## src/ttbe_pkg.sv

```systemverilog
package ttbe_pkg;

  localparam int QueueDepth = 4;
  localparam logic [15:0] TolReset = 16'd7;

  // quotient bits below the overflow test, and the divider depth that follows
  localparam int DivSteps = 31;
  localparam int DivLatency = DivSteps + 3;

  localparam int ValueShift = 16;
  localparam int GradShift = 32;

  localparam logic [1:0] ActV0 = 2'd0;
  localparam logic [1:0] ActV1 = 2'd1;
  localparam logic [1:0] ActV2 = 2'd2;
  localparam logic [1:0] ActV3 = 2'd3;

  localparam logic [1:0] RegionFirst = 2'd0;
  localparam logic [1:0] RegionSecond = 2'd1;
  localparam logic [1:0] RegionBand = 2'd2;

  typedef struct packed {
    logic pair;
    logic band;
    logic gsel;
    logic [1:0] region;
    logic signed [63:0] vnum;
    logic signed [63:0] vden;
    logic signed [31:0] gnx;
    logic signed [31:0] gny;
    logic signed [63:0] gden;
    logic signed [31:0] hnx;
    logic signed [31:0] hny;
    logic signed [63:0] hden;
  } entry_t;

  typedef struct packed {
    logic full;
    logic empty;
  } q_stat_t;

endpackage

```

## src/ttbe_queue.sv

```systemverilog
module ttbe_queue #(
  parameter int DEPTH = ttbe_pkg::QueueDepth
) (
  input  logic               clk,
  input  logic               rst,
  input  logic               push,
  input  ttbe_pkg::entry_t   wdata,
  input  logic               pop,
  output ttbe_pkg::entry_t   rdata,
  output ttbe_pkg::q_stat_t  stat
);

  localparam int PW = (DEPTH > 1) ? $clog2(DEPTH) : 1;
  localparam int CW = $clog2(DEPTH + 1);

  ttbe_pkg::entry_t mem [DEPTH];
  logic [PW-1:0] wptr, rptr;
  logic [CW-1:0] count;

  always_ff @(posedge clk) begin
    if (push) mem[wptr] <= wdata;
  end

  always_ff @(posedge clk) begin
    if (rst) begin
      wptr <= '0;
      rptr <= '0;
      count <= '0;
    end else begin
      if (push) wptr <= (wptr == PW'(DEPTH - 1)) ? '0 : wptr + 1'b1;
      if (pop) rptr <= (rptr == PW'(DEPTH - 1)) ? '0 : rptr + 1'b1;
      case ({push, pop})
        2'b10: count <= count + 1'b1;
        2'b01: count <= count - 1'b1;
        default: count <= count;
      endcase
    end
  end

  assign rdata = mem[rptr];
  assign stat.full = (count == CW'(DEPTH));
  assign stat.empty = (count == '0);

endmodule

```

## config.mk

```make
export PLATFORM = sky130hd
export DESIGN_NAME = ttbe_queue
export DESIGN_NICKNAME = d
export VERILOG_FILES = /design/src/ttbe_pkg.sv /design/src/ttbe_queue.sv
export SDC_FILE = /design/constraint.sdc
export NUM_CORES = 1
export LEC_CHECK = 0
export BUFFER_PORTS_ARGS = -buffer_cell sky130_fd_sc_hd__buf_2
export CORE_MARGIN = 4
export CORE_UTILIZATION = 51
export CTS_CLUSTER_SIZE = 20
export DETAILED_ROUTE_END_ITERATION = 12
export HOLD_SLACK_MARGIN = 0.05
export PLACE_DENSITY_LB_ADDON = 0.12
export SYNTH_ARGS = -nofsm -noshare
export SYNTH_HDL_FRONTEND = slang
export SYNTH_SLANG_ARGS = --single-unit
export TNS_END_PERCENT = 30
```

## constraint.sdc

```tcl
create_clock -name clk -period 9.3 [get_ports clk]
set_input_delay 0.465 -clock clk [delete_from_list [all_inputs] [get_ports clk]]
set_output_delay 0.465 -clock clk [all_outputs]
set_load 0.02 [all_outputs]
```

Word level (Yosys, flattened, before mapping)
Memory sizes are Yosys's and may differ from the RTL's. A register that Yosys moved wholly into a read port is not among the register bits. Cells that the tools add are included.

Flip-flop bits (word level): 7. Latch bits: 0. Bits in writable memories: 1556. ROM bits: 0. Input port bits: 393. Word-level logic and storage cells: 22. Memories kept: 1.

Memories: mem (depth 4, bits a word 389, rd ports 1, clocked after memory_dff 1, write ports 1, RTL line ttbe_queue.sv:16) `ttbe_pkg::entry_t mem [DEPTH];`.

$add $sub $neg: 4. Multipliers: 0. Divide/modulo/power cells: 0. Order comparisons: 0. Equal/unequal tests: 5. Shifts and indexed selects: 0. Muxes and demuxes: 7. Bitwise operators: 0. Reduce and logical (&&, ||, !) cells: 2.

Operator list (number): $mux 2 (4); $eq 2x2->1 const B (3); $pmux 3 s2 (1); $add 2x1->2 const B (2); $add 3x1->3 const B (1); $eq 3x3->1 const B (1); $logic_not 3->1 (1); $sub 3x1->3 const B (1); $eq 2x1->1 const B (1); $mux 1 (2); $reduce_bool 2->1 (1).

Longest topological paths before layout
Gate-level depths: netlist (run 1).

Depth after elaboration: 4. Depth in mapped cells: 7. Gate-level depth less buffers: 7.

Least setup slack after synthesis (run 1)
Ideal clock, no wire load.

Path kind: register to register. Start: reg wptr[0]. End: mem mem[0][0] (netlist name), enable pin. Data arrival time: 9322 ps. Required time: 8500 ps. Slack: -822 ps. Stages on the path, launching flop included: 4. Clock period less this slack: 10122 ps. Cell sequence: dfxtp_1 -> inv_1 -> ha_1 -> and2_1.

RTL lines: start: declaration (RTL line ttbe_queue.sv:17) `logic [PW-1:0] wptr, rptr;`; start signal: assignment (RTL line ttbe_queue.sv:30) `if (push) wptr <= (wptr == PW'(DEPTH - 1)) ? '0 : wptr + 1'b1;`; end: declaration (RTL line ttbe_queue.sv:16).

Straight into the memory's write port.

==> reports/results.txt, run 1 <==
Status = completed
DP Cell Count = 4278
FMAX = 219 MHz
Number of enable flip-flop cells after synthesis = 1556
Most frequent cells after synthesis = edfxtp_1 (1556), mux4_2 (389), buf_2 (39), buf_6 (33), dfxtp_1 (9)
Share of cells above drive strength 1 = 0.406
Synth area leader = edfxtp_1
CP peak stage delay = 0.93 ns
Total of warnings raised by yosys = 0
Max-cap violation count = 0
Leak = 23.8 nW
Area of the multi-input gates = 9010 sq um
Initial antenna violation count = 37
Die Wd = 341 um
Syn nets = 2479
Distinct cells, synth = 21
Total Neg Setup Slack = 0 ns
Post-CTS Setup Inserts = 0
Register area share after synthesis = 0.829
Comb power frac = 0.103
H-tree levels = 4
Synth top area share = 0.826
Ys async rst share = 0
Worst Hold Depth = 2
Num CTS Buffers = 156
Kind of critical path = reg2out
Final hold vios = 0
Worst path cell trace = buf_12, buf_4, mux4_2, buf_2
Tot Pwr = 0.0156 W
Reg power frac = 0.519
CTS root buffer = clkbuf_16
RSZ-0062 raised after global routing = false
Std cell rows = 121
Worst VDD drop = 0.000203 V
Die height = 341 um
Final HPWL DP = 81.2 mm
Synth area leaders = edfxtp_1 (83%), mux4_2 (15%), buf_6 (0.66%)
R2r endpoint = mem[2][15]
WL final = 129 mm
Critical path's slowest cell = dfxtp_4
Worst slew pin tran = 1.41 ns
Syn Inst Count = 2079
Vias per cell = 5.48
Synth-to-Final Area Change = 25.2%
Worst Hold Class = in2reg
Top-count cell post-synth = edfxtp_1
PortBufs = 783
R2R Path Start = wptr[0]
Initial cell density of the core = 0.517
Filler cell count = 7285
Final ANT Viol Nets = 0
Final nets = 3752
Hold slack = 0.480 ns
Critical Path Fanout Max = 97
Data arrival, critical path = 4.09 ns
Relative max-transition margin = 0.0626
DR iter-0 viols = 1854
Drt first pass iters = 7
PwrDens = 221 nW/um^2
Cell area after synthesis = 56600 sq um
Vias in the first global route = 29265
Hold path startpoint = wdata[366]
Clock share of power = 0.378
Tcrit/Tclk final = 0.490
Sink Count = 1565
R2R cell count = 5
Synth Flop Type = edfxtp_1
Power Internal = 0.0121 W
Skew final = 0.0279 ns
Die footprint = 116000 sq um
CP Launch Type = flip-flop
DR DRC count = 0
IO Pins = 784
Deepest clock path buffer count = 3
CTS tree = yes
First-pass GRT wire length = 191 mm
R2R Setup Slk = 5.91 ns
Critical path buffers and inverters = 3
Family with the most delay on the worst path = buffers and inverters
Switching part of the total = 0.224
Clock Latency Late Sink = 0.74 ns
Hold EP = mem[1][366]
Remaining Overflow, GRT = 0
Register area = 46900 sq um
Wire length per cell = 26.0 um
Syn Area/Cell = 27.2 sq um
# setup viols final = 0
GRT Total Usage = 0.223
Largest net degree at the start of global routing = 160
Number of synthesized register bits = 1565
Max-slew violations = 0
Post-route minimum period = 4.56 ns
PostCTS Resize Cnt = 0
Final cell count without fillers = 4970
Core area = 109000 sq um
Psw = 0.00350 W
Cts hold-fix bufs = 392
Final GP Congestion = 0.827
Worst Setup End Kind = output port
Clock slew at reported path FFs = 0.06 ns
CP required = 8.84 ns
Via count = 27231
[cells by family (layout without fill, tap and decap cells)]
group,after synthesis,in the layout,share of synthesized area
xor+xnor,2,2,0.000310
simple gates,16,16,0.00148
mux,391,391,0.155
flops,1565,1565,0.829
compound gates,5,5,0.000442
fa+ha+maj,7,7,0.00168
other cells,0,30,0
buf+inv,93,1478,0.0116
[flip-flops by register name, indices dropped and copies added (netlist names), named ones only]
| signal | cells |
|---|---|
| mem | 1556 |
| count | 3 |
| rptr | 2 |
| wptr | 2 |
[area by class of cell]
| type | count | share of cell area |
|---|---|---|
| Sequential cell | 1565 | 0.662 |
| Multi-Input combinational cell | 421 | 0.127 |
| Timing Repair Buffer | 1201 | 0.115 |
| Clock buffer | 196 | 0.0578 |
| Tap cell | 1476 | 0.0261 |
| Clock inverter | 74 | 0.00981 |
| Antenna cell | 30 | 0.00106 |
| Inverter | 7 | 0.000371 |
[worst reg2reg max path, cell delays in order, from the launching register on]
cell and delay (ns):
dfxtp_1 0.35, inv_1 0.10, ha_1 0.15, and2_4 0.64, buf_4 0.86, buf_12 0.76
[layer usage]
metal  up-vias  wire length, um  track usage
met5         -              124            0
met4        18             4870       0.0845
met3       244            11200       0.0708
met2      1023            65700        0.371
met1     14268            47500        0.278
li1      11678                -            -
[how the worst max path moves through the flow]
stage	slack, ns	cells after the start	end	from
after CTS	4.51	4	rdata[323]	flip-flop
final	4.74	4	rdata[291]	flip-flop
after global routing	4.29	4	rdata[291]	flip-flop
after floorplan	-0.80	2	mem[1][0]	wptr[0]
after global placement	5.32	4	rdata[323]	flip-flop
after detailed placement	5.31	4	rdata[323]	flip-flop
[through the flow]
| stage | setup slack (ns) | util | area [sq um] |
|---|---|---|---|
| detailed placement | 5.31 | 0.567 | 62000 |
| floorplan | -0.805 | - | 56600 |
| CTS | 4.51 | 0.646 | 70700 |
| global route | 4.29 | 0.647 | 70800 |
| global placement | 5.32 | 0.567 | 62000 |
| finish | 4.74 | 0.647 | 70800 |
[power groups by stage]
stage	Combinational (W)	Clock [W]	Sequential, W
after floorplan	0.000886	0	0.00832
after global placement	0.00146	0	0.00826
after detailed placement	0.00147	0	0.00828
after CTS	0.00163	0.00605	0.00813
after global routing	0.00170	0.00637	0.00815
final	0.00160	0.00592	0.00813
[cell usage in the layout, fill, tap and decap left out, types with 5 or more instances in the layout]
cell type      count
clkbuf_1          38
bufinv_16         12
buf_2            783
buf_12             9
dfxtp_1            7
diode_2           30
clkinv_1          30
inv_1              7
edfxtp_1        1556
buf_4             17
ha_1               6
clkinv_2          19
inv_6              6
nor2_1             7
clkinvlp_4         5
dlygate4sd3_1    392
mux4_2           389
clkbuf_16        158
(Power assumes the default switching activity.)
==> run 2: changes to the inputs <==
- ABC_AREA: not set -> 1
- CORE_UTILIZATION: 51 -> 55
- clock period: 9.3 -> 4.7 ns (I/O delays scaled with it)
==> reports/results.txt, run 2 <==
Final HPWL DP = 83.7 mm (+3.0%)
Hold EP = mem[2][9]
CTS tree = yes
Tcrit/Tclk final = 0.763
Critical Path Fanout Max = 90 (-7.2%)
Hold path startpoint = wdata[9]
WL final = 146 mm (+13%)
Post-route minimum period = 3.59 ns
Syn Inst Count = 3822 (+84%)
Fin util = 0.685 (+0.0385)
R2R Path Start = wptr[0]
R2R Setup Slk = 1.92 ns (-3.99 ns)
Die Wd = 333 um (-2.2%)
Share of cells above drive strength 1 = 0.228 (-0.178)
Largest registers = mem: 1556 flops, count: 3 flops
Die footprint = 111000 sq um (-4.4%)
Relative max-transition margin = 0.215 (+0.153)
Pre-CTS setup slack = 1.88 ns (-3.42 ns)
CTS root buffer = clkbuf_16
Area of the multi-input gates = 9920 sq um (+10%)
Std cell rows = 119 (-1.7%)
Drt first pass iters = 5 (-2)
IO Pins = 784 (unchanged)
Synth area leader = edfxtp_1
Leak = 25.2 nW (+5.8%)
GRT Total Usage = 0.253 (+0.0299)
Register area = 46900 sq um (about the same)
Most frequent cells in the layout = edfxtp_1 (1556), buf_2 (783), o21ai_0 (781)
First-pass GRT wire length = 216 mm (+13%)
Synth area leaders = edfxtp_1 (80%), o21ai_0 (6.7%), nor2_1 (4.7%)
Synth Flop Type = edfxtp_1
PortBufs = 783 (unchanged)
Status = completed
R2r endpoint = mem[3][386]
FMAX = 279 MHz
Remaining Overflow, GRT = 0 (unchanged)
Worst Setup End Kind = output port
Total Neg Setup Slack = 0 ns (unchanged)
Synth top area share = 0.802 (-0.0241)
Vias in the first global route = 35615 (+22%)
Initial cell density of the core = 0.554 (+0.0367)
Most frequent cells after synthesis = edfxtp_1 (1556), o21ai_0 (781), nor2_1 (733), o22ai_1 (339), clkbuf_1 (151)
RSZ-0062 raised after global routing = false
Max-cap violation count = 0 (unchanged)
Skew final = 0.0175 ns (-0.0105 ns)
PostCTS Resize Cnt = 0 (unchanged)
DP Cell Count = 5784 (+35%)
Commonest non-fill, non-tap cell in the layout = edfxtp_1
Initial antenna violation count = 23 (-38%)
Worst Hold Depth = 2 (unchanged)
Number of synthesized register bits = 1565 (unchanged)
Max reg flops = 1556 (unchanged)
Syn Area/Cell = 15.2 sq um (-44%)
Syn nets = 4222 (+70%)
DR iter-0 viols = 2934 (+58%)
Clock Latency Late Sink = 0.75 ns (about the same)
Largest net degree at the start of global routing = 227 (+42%)
Distinct cells, synth = 22 (+4.8%)
Deepest clock path buffer count = 3 (unchanged)
Sink Count = 1565 (unchanged)
Via count = 36471 (+34%)
Worst slew pin tran = 1.18 ns (-0.229 ns)
CP required = 4.47 ns (-4.37 ns)
Kind of critical path = reg2out
H-tree levels = 4 (unchanged)
Final ANT Viol Nets = 0 (unchanged)
Core area = 105000 sq um (-3.8%)
Ys async rst share = 0 (unchanged)
R2R cell count = 5 (unchanged)
# setup viols final = 0 (unchanged)
DR DRC count = 0 (unchanged)
Final hold vios = 0 (unchanged)
Cell area after synthesis = 58300 sq um (+3.0%)
Num CTS Buffers = 156 (unchanged)
Hold slack = 0.225 ns (-0.254 ns)
Worst VDD drop = 0.000421 V (+110%)
Clock slew at reported path FFs = 0.06 ns (about the same)
CP Launch Type = flip-flop
Post-CTS Setup Inserts = 0 (unchanged)
Final cell count without fillers = 6487 (+31%)
Total of warnings raised by yosys = 0 (unchanged)
Data arrival, critical path = 3.35 ns (-0.74 ns)
PwrDens = 441 nW/um^2 (+99%)
Biggest register = mem
Wire length per cell = 22.5 um (-14%)
Final GP Congestion = 0.812 (-1.8%)
Filler cell count = 7171 (-1.6%)
Top-count cell post-synth = edfxtp_1
Final nets = 5344 (+42%)
Synth-to-Final Area Change = 23.8%
Final WS setup = 1.11 ns (-3.63 ns)
Register area share after synthesis = 0.805 (-0.0242)
Max-slew violations = 0 (unchanged)
Vias per cell = 5.62 (+2.6%)
Die height = 333 um (-2.2%)
Worst Hold Class = in2reg
Number of enable flip-flop cells after synthesis = 1556 (unchanged)
run 2: worst max-delay path by stage:
| stage | start | endpoint | slack [ns] |
|---|---|---|---|
| final | flip-flop | rdata[310] | 1.11 |
| after CTS | flip-flop | rdata[310] | 0.98 |
| after floorplan | wptr[0] | mem[0][0] | -2.15 |
| after detailed placement | flip-flop | rdata[322] | 1.88 |
| after global routing | flip-flop | rdata[310] | 0.82 |
| after global placement | flip-flop | rdata[310] | 1.90 |
run 2: critical path: stages (launching register included):
cell	delay [ns]
dfxtp_4	0.87
buf_4	0.82
o21ai_0	0.24
o22ai_1	0.36
buf_2	0.24
run 2: what timing repair did:
item	CTS	global route
hold endpoints to repair	1566	0
setup endpoints to repair	0	0
hold buffers	393	0
run 2: per-stage QoR:
step / power [W] / instance area (sq um)
detailed placement: 0.0199 / 63200
CTS: 0.0320 / 72100
global placement: 0.0198 / 63200
floorplan: 0.0185 / 58300
finish: 0.0318 / 72200
global route: 0.0329 / 72100
run 2: where the power goes:
| part | internal [W] | switching (W) | total (W) | leakage (nW) |
|---|---|---|---|---|
| Clock | 0.00691 | 0.00503 | 0.0119 | 2.41 |
| Sequential | 0.0160 | 0.000140 | 0.0161 | 14.4 |
| Combinational | 0.00116 | 0.00259 | 0.00375 | 8.42 |
| Total | 0.0240 | 0.00776 | 0.0318 | 25.2 |
run 2: kinds of logic (layout without fill, tap and decap cells):
logic type | Yosys count | after routing | share of synthesized area
and+or+nand+nor | 797 | 797 | 0.0536
buffers and inverters | 277 | 1527 | 0.0250
other | 0 | 24 | 0
AOI/OAI and AO/OA | 1176 | 1176 | 0.115
DFF | 1565 | 1565 | 0.805
adders and majority gates | 7 | 7 | 0.00163
run 2: area by class of cell:
cell class / count / area share
Clock buffer: 203 / 0.0580
Antenna cell: 24 / 0.000832
Tap cell: 1391 / 0.0241
Multi-Input combinational cell: 1980 / 0.137
Sequential cell: 1565 / 0.650
Timing Repair Buffer: 1223 / 0.117
Clock inverter: 83 / 0.0108
Inverter: 18 / 0.00135
run 2: metal layers:
| layer | routed length (um) | global-route usage | vias up |
|---|---|---|---|
| li1 | - | - | 16829 |
| met3 | 11300 | 0.0683 | 274 |
| met2 | 72400 | 0.425 | 1231 |
| met5 | 104 | 0 | - |
| met4 | 5970 | 0.104 | 16 |
| met1 | 55800 | 0.314 | 18121 |
